==> src/hw/rtl/egrt_pkg.sv <==
// ----------------------------------------------------------------------------
// egrt_pkg
// Shared types and constants of the epoch grace reclaim tracker.
// ----------------------------------------------------------------------------
package egrt_pkg;

    localparam int EPOCH_W  = 32;
    localparam int HANDLE_W = 16;
    localparam int TID_W    = 4;
    localparam int REQ_W    = 3;
    localparam int ACT_W    = 5;
    localparam int PEND_W   = 7;

    localparam logic [ACT_W-1:0]   ACTIVE_RST = 5'd6;
    localparam logic [EPOCH_W-1:0] EPOCH_RST  = 32'd1;
    localparam logic [EPOCH_W-1:0] EPOCH_MAX  = 32'hFFFF_FFFF;

    // request kinds
    typedef enum logic [REQ_W-1:0] {
        REQ_ENTER   = 3'd0,
        REQ_EXIT    = 3'd1,
        REQ_ADVANCE = 3'd2,
        REQ_RETIRE  = 3'd3,
        REQ_RECLAIM = 3'd4
    } t_req;

    // one retired table entry
    typedef struct packed {
        logic [HANDLE_W-1:0] handle;
        logic [EPOCH_W-1:0]  tag;
    } t_ret_entry;

    // commands to the reader unit
    typedef struct packed {
        logic enter;
        logic leave;
        logic scan;
    } t_rd_ctl;

    // status from the reader unit
    typedef struct packed {
        logic               done;
        logic [EPOCH_W-1:0] min_epoch;
    } t_rd_sts;

endpackage

==> src/hw/rtl/epoch_grace_reclaim_tracker.sv <==
// ----------------------------------------------------------------------------
// epoch_grace_reclaim_tracker
// Epoch-based reclamation tracker: global epoch, reader epochs and a table
// of retired handles; reclaim frees every handle whose grace period is done.
// ----------------------------------------------------------------------------
//  channel   | dir | signals                  | contents (low bit up)
//  ----------+-----+--------------------------+------------------------------
//  s_axis    | in  | tvalid tready tdata tuser| tdata: thread_id, handle
//            |     |                          | tuser: req_type
//  m_axis    | out | tvalid tready tdata tuser| tdata: freed_handle,
//            |     | tlast                    |   retire_dropped, pending_count,
//            |     |                          |   current_epoch; tuser: freed_valid
//  cfg       | in  | i_cfg_valid o_cfg_ready  | i_cfg_data: active_threads
//
//  Enter, exit, advance, retire: result registered at transfer, shown the next cycle.
//  Reclaim: a reader scan over min(active_threads, MAX_THREADS) slots, then
//  each entry is read and checked, and each freed entry gets the tail entry
//  moved into its hole, on the retired table memory (one access per cycle);
//  a final result closes the run.
//  Reset is synchronous, active low; no clearing pass is needed.
//  A full output register stalls result delivery and input acceptance.
// ----------------------------------------------------------------------------
module epoch_grace_reclaim_tracker #(
    parameter int MAX_THREADS   = 16,
    parameter int RETIRED_DEPTH = 64
) (
    input  logic        i_clk,
    input  logic        i_rst_n,
    // input items
    input  logic        s_axis_tvalid,
    output logic        s_axis_tready,
    input  logic [23:0] s_axis_tdata,   // [3:0] thread_id, [19:4] handle
    input  logic [2:0]  s_axis_tuser,   // [2:0] req_type
    // result items
    output logic        m_axis_tvalid,
    input  logic        m_axis_tready,
    output logic [55:0] m_axis_tdata,   // [15:0] freed_handle, [16] retire_dropped,
                                        // [23:17] pending_count, [55:24] current_epoch
    output logic [0:0]  m_axis_tuser,   // [0] freed_valid
    output logic        m_axis_tlast,
    // configuration
    input  logic        i_cfg_valid,
    output logic        o_cfg_ready,
    input  logic [4:0]  i_cfg_data      // active_threads
);

    localparam int TAW = (MAX_THREADS > 1) ? $clog2(MAX_THREADS) : 1;
    localparam int RAW = $clog2(RETIRED_DEPTH);
    localparam int RCW = $clog2(RETIRED_DEPTH + 1);

    typedef enum logic [5:0] {
        S_IDLE = 6'b000001,
        S_MIN  = 6'b000010,
        S_RD   = 6'b000100,
        S_CHK  = 6'b001000,
        S_MOVE = 6'b010000,
        S_FIN  = 6'b100000
    } t_state;

    t_state                            r_state, n_state;
    logic [egrt_pkg::EPOCH_W-1:0]      r_epoch, n_epoch;
    logic [RCW-1:0]                    r_count, n_count;
    logic [RCW-1:0]                    r_i, n_i;
    logic [egrt_pkg::ACT_W-1:0]        r_active;
    logic [egrt_pkg::HANDLE_W-1:0]     r_fh, n_fh;
    logic                              r_held, n_held;
    logic [egrt_pkg::HANDLE_W-1:0]     r_hold_h, n_hold_h;
    logic [RCW-1:0]                    r_hold_cnt, n_hold_cnt;

    egrt_pkg::t_ret_entry              r_mem [RETIRED_DEPTH];
    egrt_pkg::t_ret_entry              r_rd_q;

    // output register
    logic                              r_o_valid;
    logic                              r_o_freed;
    logic [egrt_pkg::HANDLE_W-1:0]     r_o_handle;
    logic                              r_o_drop;
    logic [egrt_pkg::PEND_W-1:0]       r_o_pend;
    logic [egrt_pkg::EPOCH_W-1:0]      r_o_epoch;
    logic                              r_o_last;

    // per-cycle controls
    logic                              out_free;
    logic                              accept;
    egrt_pkg::t_req                    req;
    logic [egrt_pkg::TID_W-1:0]        tid;
    logic [egrt_pkg::HANDLE_W-1:0]     hnd;
    logic                              tid_ok;
    logic [RCW-1:0]                    cnt_m1;
    logic                              mem_we;
    logic [RAW-1:0]                    mem_waddr;
    egrt_pkg::t_ret_entry              mem_wdata;
    logic                              mem_re;
    logic [RAW-1:0]                    mem_raddr;
    egrt_pkg::t_rd_ctl                 rd_ctl;
    egrt_pkg::t_rd_sts                 rd_sts;
    logic                              emit_en;
    logic                              e_freed;
    logic [egrt_pkg::HANDLE_W-1:0]     e_h;
    logic                              e_drop;
    logic [egrt_pkg::PEND_W-1:0]       e_pend;
    logic [egrt_pkg::EPOCH_W-1:0]      e_epoch;
    logic                              e_last;

    assign out_free      = !r_o_valid || m_axis_tready;
    assign s_axis_tready = (r_state == S_IDLE) && out_free;
    assign accept        = s_axis_tvalid && s_axis_tready;
    assign req           = egrt_pkg::t_req'(s_axis_tuser);
    assign tid           = s_axis_tdata[3:0];
    assign hnd           = s_axis_tdata[19:4];
    assign tid_ok        = ({3'b000, tid} < 7'(MAX_THREADS));
    assign cnt_m1        = r_count - RCW'(1);
    assign o_cfg_ready   = 1'b1;

    egrt_reader_unit #(
        .MAX_THREADS (MAX_THREADS)
    ) u_reader (
        .i_clk    (i_clk),
        .i_rst_n  (i_rst_n),
        .i_ctl    (rd_ctl),
        .i_tid    (TAW'(tid)),
        .i_epoch  (r_epoch),
        .i_active (r_active),
        .o_sts    (rd_sts)
    );

    // request decode and reclaim sequencer
    always_comb begin
        n_state    = r_state;
        n_epoch    = r_epoch;
        n_count    = r_count;
        n_i        = r_i;
        n_fh       = r_fh;
        n_held     = r_held;
        n_hold_h   = r_hold_h;
        n_hold_cnt = r_hold_cnt;
        mem_we     = 1'b0;
        mem_waddr  = r_i[RAW-1:0];
        mem_wdata  = r_rd_q;
        mem_re     = 1'b0;
        mem_raddr  = r_i[RAW-1:0];
        rd_ctl     = '0;
        emit_en    = 1'b0;
        e_freed    = 1'b0;
        e_h        = '0;
        e_drop     = 1'b0;
        e_pend     = egrt_pkg::PEND_W'(r_count);
        e_epoch    = r_epoch;
        e_last     = 1'b1;

        unique case (r_state)
            S_IDLE: begin
                if (accept) begin
                    emit_en = 1'b1;
                    unique case (req)
                        egrt_pkg::REQ_ENTER: begin
                            rd_ctl.enter = tid_ok;
                        end
                        egrt_pkg::REQ_EXIT: begin
                            rd_ctl.leave = tid_ok;
                        end
                        egrt_pkg::REQ_ADVANCE: begin
                            if (r_epoch != egrt_pkg::EPOCH_MAX) begin
                                n_epoch = r_epoch + egrt_pkg::EPOCH_W'(1);
                            end
                        end
                        egrt_pkg::REQ_RETIRE: begin
                            if (r_count < RCW'(RETIRED_DEPTH)) begin
                                mem_we    = 1'b1;
                                mem_waddr = r_count[RAW-1:0];
                                mem_wdata = '{handle: hnd, tag: r_epoch};
                                n_count   = r_count + RCW'(1);
                            end else begin
                                e_drop = 1'b1;
                            end
                        end
                        egrt_pkg::REQ_RECLAIM: begin
                            emit_en     = 1'b0;
                            rd_ctl.scan = 1'b1;
                            n_i         = '0;
                            n_held      = 1'b0;
                            n_state     = S_MIN;
                        end
                        default: ;
                    endcase
                    e_pend  = egrt_pkg::PEND_W'(n_count);
                    e_epoch = n_epoch;
                end
            end
            S_MIN: begin
                if (rd_sts.done) begin
                    n_state = S_RD;
                end
            end
            S_RD: begin
                if (r_i < r_count) begin
                    mem_re    = 1'b1;
                    mem_raddr = r_i[RAW-1:0];
                    n_state   = S_CHK;
                end else begin
                    n_state = S_FIN;
                end
            end
            S_CHK: begin
                // grace done when no busy reader entered before the tag
                if (r_rd_q.tag <= rd_sts.min_epoch) begin
                    n_fh      = r_rd_q.handle;
                    mem_re    = 1'b1;
                    mem_raddr = cnt_m1[RAW-1:0];
                    n_state   = S_MOVE;
                end else begin
                    n_i     = r_i + RCW'(1);
                    n_state = S_RD;
                end
            end
            S_MOVE: begin
                // last entry fills the hole; earlier freed result goes out
                if (!r_held || out_free) begin
                    mem_we     = 1'b1;
                    mem_waddr  = r_i[RAW-1:0];
                    mem_wdata  = r_rd_q;
                    n_count    = cnt_m1;
                    emit_en    = r_held;
                    e_freed    = 1'b1;
                    e_h        = r_hold_h;
                    e_pend     = egrt_pkg::PEND_W'(r_hold_cnt);
                    e_last     = 1'b0;
                    n_held     = 1'b1;
                    n_hold_h   = r_fh;
                    n_hold_cnt = cnt_m1;
                    n_state    = S_RD;
                end
            end
            S_FIN: begin
                if (out_free) begin
                    emit_en = 1'b1;
                    e_freed = r_held;
                    e_h     = r_held ? r_hold_h : '0;
                    e_last  = 1'b1;
                    n_held  = 1'b0;
                    n_state = S_IDLE;
                end
            end
            default: begin
                n_state = S_IDLE;
            end
        endcase
    end

    // retired table memory
    always_ff @(posedge i_clk) begin
        if (mem_we) begin
            r_mem[mem_waddr] <= mem_wdata;
        end
        if (mem_re) begin
            r_rd_q <= r_mem[mem_raddr];
        end
    end

    // control state
    always_ff @(posedge i_clk) begin
        if (!i_rst_n) begin
            r_state  <= S_IDLE;
            r_epoch  <= egrt_pkg::EPOCH_RST;
            r_count  <= '0;
            r_i      <= '0;
            r_held   <= 1'b0;
            r_active <= egrt_pkg::ACTIVE_RST;
        end else begin
            r_state <= n_state;
            r_epoch <= n_epoch;
            r_count <= n_count;
            r_i     <= n_i;
            r_held  <= n_held;
            if (i_cfg_valid) begin
                r_active <= i_cfg_data;
            end
        end
    end

    // held result payload
    always_ff @(posedge i_clk) begin
        r_fh       <= n_fh;
        r_hold_h   <= n_hold_h;
        r_hold_cnt <= n_hold_cnt;
    end

    // output register
    always_ff @(posedge i_clk) begin
        if (!i_rst_n) begin
            r_o_valid <= 1'b0;
        end else if (emit_en) begin
            r_o_valid <= 1'b1;
        end else if (m_axis_tready) begin
            r_o_valid <= 1'b0;
        end
    end

    always_ff @(posedge i_clk) begin
        if (emit_en) begin
            r_o_freed  <= e_freed;
            r_o_handle <= e_h;
            r_o_drop   <= e_drop;
            r_o_pend   <= e_pend;
            r_o_epoch  <= e_epoch;
            r_o_last   <= e_last;
        end
    end

    assign m_axis_tvalid = r_o_valid;
    assign m_axis_tdata  = {r_o_epoch, r_o_pend, r_o_drop, r_o_handle};
    assign m_axis_tuser  = r_o_freed;
    assign m_axis_tlast  = r_o_last;

endmodule

==> src/hw/rtl/egrt_reader_unit.sv <==
// ----------------------------------------------------------------------------
// egrt_reader_unit
// Per-thread read-section epochs in a synchronous memory, idle marks in
// flops, and a one-slot-per-cycle scan for the oldest busy reader epoch.
// ----------------------------------------------------------------------------
module egrt_reader_unit #(
    parameter  int MAX_THREADS = 16,
    localparam int TAW = (MAX_THREADS > 1) ? $clog2(MAX_THREADS) : 1
) (
    input  logic                         i_clk,
    input  logic                         i_rst_n,
    input  egrt_pkg::t_rd_ctl            i_ctl,
    input  logic [TAW-1:0]               i_tid,
    input  logic [egrt_pkg::EPOCH_W-1:0] i_epoch,
    input  logic [egrt_pkg::ACT_W-1:0]   i_active,
    output egrt_pkg::t_rd_sts            o_sts
);

    localparam int CW = $clog2(MAX_THREADS + 1);

    logic [egrt_pkg::EPOCH_W-1:0] r_mem [MAX_THREADS];
    logic [MAX_THREADS-1:0]       r_idle;
    logic                         r_scan;
    logic                         r_pend;
    logic                         r_pend_idle;
    logic                         r_done;
    logic [CW-1:0]                r_ptr;
    logic [CW-1:0]                r_limit;
    logic [egrt_pkg::EPOCH_W-1:0] r_rd_q;
    logic [egrt_pkg::EPOCH_W-1:0] r_min;

    logic [6:0]    act_w;
    logic [6:0]    max_w;
    logic [CW-1:0] act_clamp;
    logic          issue;

    // slots checked: active count clamped to the slot count
    assign act_w     = 7'(i_active);
    assign max_w     = 7'(MAX_THREADS);
    assign act_clamp = CW'((act_w > max_w) ? max_w : act_w);
    assign issue     = r_scan && (r_ptr < r_limit);

    // epoch memory: write on enter, read one slot per scan cycle
    always_ff @(posedge i_clk) begin
        if (i_ctl.enter) begin
            r_mem[i_tid] <= i_epoch;
        end
        if (issue) begin
            r_rd_q      <= r_mem[r_ptr[TAW-1:0]];
            r_pend_idle <= r_idle[r_ptr[TAW-1:0]];
        end
    end

    // idle marks and scan sequencing
    always_ff @(posedge i_clk) begin
        if (!i_rst_n) begin
            r_idle  <= '1;
            r_scan  <= 1'b0;
            r_pend  <= 1'b0;
            r_done  <= 1'b0;
            r_ptr   <= '0;
            r_limit <= '0;
        end else begin
            r_done <= 1'b0;
            if (i_ctl.enter) begin
                r_idle[i_tid] <= 1'b0;
            end
            if (i_ctl.leave) begin
                r_idle[i_tid] <= 1'b1;
            end
            if (i_ctl.scan) begin
                r_scan  <= 1'b1;
                r_ptr   <= '0;
                r_limit <= act_clamp;
                r_pend  <= 1'b0;
            end else if (r_scan) begin
                r_pend <= issue;
                if (issue) begin
                    r_ptr <= r_ptr + CW'(1);
                end else if (!r_pend) begin
                    r_scan <= 1'b0;
                    r_done <= 1'b1;
                end
            end
        end
    end

    // running minimum; all ones when no busy reader, which passes every tag
    always_ff @(posedge i_clk) begin
        if (i_ctl.scan) begin
            r_min <= '1;
        end else if (r_pend && !r_pend_idle && (r_rd_q < r_min)) begin
            r_min <= r_rd_q;
        end
    end

    assign o_sts.done      = r_done;
    assign o_sts.min_epoch = r_min;

endmodule

==> config.mk <==
export PLATFORM = sky130hd
export DESIGN_NAME = epoch_grace_reclaim_tracker
export DESIGN_NICKNAME = d
export VERILOG_FILES = /design/src/hw/rtl/egrt_pkg.sv /design/src/hw/rtl/epoch_grace_reclaim_tracker.sv /design/src/hw/rtl/egrt_reader_unit.sv
export SDC_FILE = /design/constraint.sdc
export NUM_CORES = 2
export LEC_CHECK = 0
export BUFFER_PORTS_ARGS = -buffer_cell sky130_fd_sc_hd__buf_2
export CORE_ASPECT_RATIO = 1.1
export CORE_MARGIN = 2
export CORE_UTILIZATION = 30
export CTS_CLUSTER_DIAMETER = 60
export DETAILED_ROUTE_END_ITERATION = 16
export GPL_TIMING_DRIVEN = 0
export PLACE_DENSITY = 0.41
export SYNTH_ARGS = -nofsm -noshare
export SYNTH_HDL_FRONTEND = slang
export SYNTH_SLANG_ARGS = --single-unit
==> constraint.sdc <==
create_clock -name i_clk -period 10.7 [get_ports i_clk]
set_input_delay 2.14 -clock i_clk [delete_from_list [all_inputs] [get_ports i_clk]]
set_output_delay 2.14 -clock i_clk [all_outputs]
set_load 0.005 [all_outputs]
==> results.md <==
* Reg2reg end: r_rd_q[7]$_DFFE_PP_
* Largest net degree at the start of global routing at 65
* Post-CTS setup buffer count at 0
* Hold WC Path Type: flip-flop to flip-flop
* RSZ-0062 raised after global routing: false
* Fin cells at 17893
* Total Routing Usage GR at 0.269
* PwrDens at 187 nW/µm²
* Final instance area at 183000 µm²
* CTS tree: built
* Post-synth EDFFs at 3762
* Post-synthesis adder-cell area fraction at 0.00640
* DRT antenna net count at 0
* Die Y at 752 µm
* Synth top area cells: edfxtp_1 74%, nand2_1 4.6%, mux2i_1 3.6%, mux4_2 2.4%, dfxtp_1 1.6%
* Library cells used by synthesis at 72
* Synthesized area per cell at 15.4 µm²
* Yosys warning total at 0
* Worst slew pin tran at 1.71 ns
* Leak Pwr at 63.8 nW
* Setup WS post-layout at 1.07 ns
* Share of cells above drive strength 1 at 0.148
* Synth Area in XOR/XNOR at 0.00270
* Clock transition at path regs at 0.06 ns
* Main combinational cell family by area after synthesis: simple AND/OR/NAND/NOR gates
* Dominant cell type by area after synthesis: edfxtp_1
* Slew headroom at -0.141
* Syn nets at 9994
* Status: finished, violations left
* Reg power frac at 0.497
* Initial Utilization at 0.301
* Synth Register Bits at 3882
* Mapped Area at 152000 µm²
* Final setup fails at 0
* Switching power at 8.31 mW
* Layout area overhead at 19.9%
* Fin Setup TNS at 0 ns
* H-tree Lvls at 5
* Clk sinks at 3882
* First-pass GRT wire length at 923 mm
* Failing checks: capacitance limit, slew limit
* Area post-placement at 169000 µm²
* Max Slew Vio Count at 170
* Clock power frac at 0.431
* Final period util at 0.900
* Ys flop type: edfxtp_1
* DRT Pass-1 Iters at 9
* Minimum clock period at 9.63 ns
* Worst slack, placed at 1.66 ns
* Clock buffer depth at 4
* R2R Path Start: r_rd_q[31]$_DFFE_PP_
* Cts-stage hold buffer count at 0
* CP Launch Type: flip-flop
* Int Pwr at 25.8 mW
* Die ar. at 514000 µm²
* Placed cells at 17038
* Pwr Total at 34.1 mW
* Hold Path Origin: r_fh[2]$_DFFE_PP_
* Skew final at 0.105 ns
* Initial antenna violation count at 96
* Compound-Gate Fraction of Synth Area at 0.0723
* DRC Markers at 0
* I/O Pins at 98
* Worst-path maximum fanout at 10
* Endpoint, Worst Hold: r_hold_h[2]$_DFFE_PP_
* Switch share at 0.243
* FILL cells at 48146
* Layout Nets at 10837
* Total CTS buffers at 439
* Reg2reg path depth at 13
* DP Wirelength at 516 mm
* Peak VDD IR at 0.136 mV
* CP required at 11.43 ns
* # rows at 274
* DR iter-0 viols at 15251
* WS Path Type: flip-flop to flip-flop
* Combinational power share at 0.072
* Post-CTS Resized at 0
* Internal reg-to-reg setup slack at 1.07 ns
* # Max-Cap Violations at 22
* Async SR Flop Fraction at 0
* Final core occ at 0.361
* Final GP Congestion at 0.941
* Seq/Total Area, Yosys at 0.757
* WHS Path Cells at 0
* Worst-Skew Late Latency at 1.05 ns
* Top-area cell type share of the netlist area at 0.741
* Grt total ovfl at 0
* Synth Instances at 9879
* Hold slack at 0.422 ns
* Crit path arrival time at 10.37 ns
* Critical path capture point type: flip-flop
* Fin. Hold Viols at 0
* Placeable Area at 506000 µm²
* Vias in the first global route at 94821
* Clk Tree Root Cell: clkbuf_16
* Die width at 684 µm
* Per-cell routed wire length at 39.9 µm
* IO buf count at 90
* Vias per cell at 5.64
* Routed WL at 714 mm
* Multiplexer share of the synthesized area at 0.0611
* Via count at 100844
* Simple-Gate Fraction of Synth Area at 0.0810
* Max Clock Freq at 104 MHz
cell usage in the layout (no fill, tap or decap), types with 160 or more instances in the layout:
cell type	synthesis	layout
o22ai_1	160	160
nand2_1	1852	1806
clkbuf_16	0	444
a211oi_1	246	245
and3_1	232	232
edfxtp_1	3762	3762
a21oi_1	349	348
a31oi_1	216	216
nand3_1	375	375
buf_2	171	270
buf_12	0	191
clkbuf_1	389	446
mux2i_1	550	548
mux4_2	165	165
power by group through the flow:
stage | combinational (mW) | clock (mW) | sequential [mW]
2_1_floorplan | 1.14 | 0 | 17.3
3_3_place_gp | 2.26 | 0 | 17.4
3_5_place_dp | 2.40 | 0 | 17.3
4_1_cts | 2.41 | 14.9 | 17.0
5_1_grt | 2.54 | 15.4 | 17.0
6_report | 2.45 | 14.7 | 17.0
cell families after synthesis:
logic type                 Yosys count
DFF                               3882
and+or+nand+nor                   2841
AOI/OAI and AO/OA                 1595
muxes                              723
buffers and inverters              712
adders and majority gates           78
xor gates and xnor gates            47
other                                1
cell type report:
class | instances | area [µm²] | share of cell area
buffer | 658 | 2900 | 0.0159
timing repair buffer | 402 | 6560 | 0.0359
clock inverter | 239 | 2160 | 0.0118
antenna | 47 | 118 | 0.000643
inverter | 54 | 203 | 0.00111
multi-input combinational | 5285 | 35400 | 0.194
clock buffer | 564 | 11600 | 0.0634
tap | 6762 | 8460 | 0.0463
sequential | 3882 | 115000 | 0.631
metal layers:
layer  global-route usage  routed length (µm)
met3               0.0668               69600
met1                0.342              277000
met5              0.00478                 954
met2                0.424              321000
met4                0.147               46500
flip-flops by register name, summed over array words and instances (netlist names), 16 cells and up:
signal / flops
r_epoch: 32
r_fh: 16
r_hold_h: 16
r_mem: 3072
r_o_epoch: 32
r_o_handle: 16
r_rd_q: 48
u_reader.r_idle: 16
u_reader.r_mem: 512
u_reader.r_min: 32
u_reader.r_rd_q: 32
worst max-delay path by stage:
stage | start | to | cells past startpoint
final | r_rd_q[31]$_DFFE_PP_ | r_rd_q[7]$_DFFE_PP_ | 13
after global routing | r_rd_q[31]$_DFFE_PP_ | r_rd_q[7]$_DFFE_PP_ | 13
after CTS | r_rd_q[31]$_DFFE_PP_ | r_rd_q[7]$_DFFE_PP_ | 13
after detailed placement | r_rd_q[31]$_DFFE_PP_ | r_rd_q[7]$_DFFE_PP_ | 13
after global placement | m_axis_tready | r_mem[26][3]$_DFFE_PP_ | 8
after floorplan | m_axis_tready | r_mem[0][3]$_DFFE_PP_ | 7
cell usage after synthesis (35+ instances only):
cell type	n
inv_1	52
nor3_1	60
nand2_1	1852
a211oi_1	246
o41ai_1	46
and2_1	51
buf_1	63
and3_1	232
edfxtp_1	3762
ha_1	78
nand4_1	39
o22ai_1	160
a2111oi_0	47
a311oi_1	112
nand3_1	375
mux4_2	165
o211ai_1	84
o221ai_1	123
o21ai_0	76
buf_2	171
a21oi_1	349
nor2_1	136
buf_4	35
clkbuf_1	389
dfxtp_1	120
o32ai_1	47
a31oi_1	216
mux2i_1	550
worst max-delay path, cell delays in order, from the launching register on:
cell	delay, ns
edfxtp_1	0.66
ha_1	0.43
nand4_1	0.19
nor4_1	0.54
nand2b_1	0.13
a31oi_1	0.82
nor3_4	0.14
mux2i_1	1.00
clkbuf_1	1.22
nand2_1	0.96
clkbuf_1	0.77
o41ai_1	1.45
o32ai_1	0.57
o311a_1	0.38
Power figures use the tool's default switching activity.
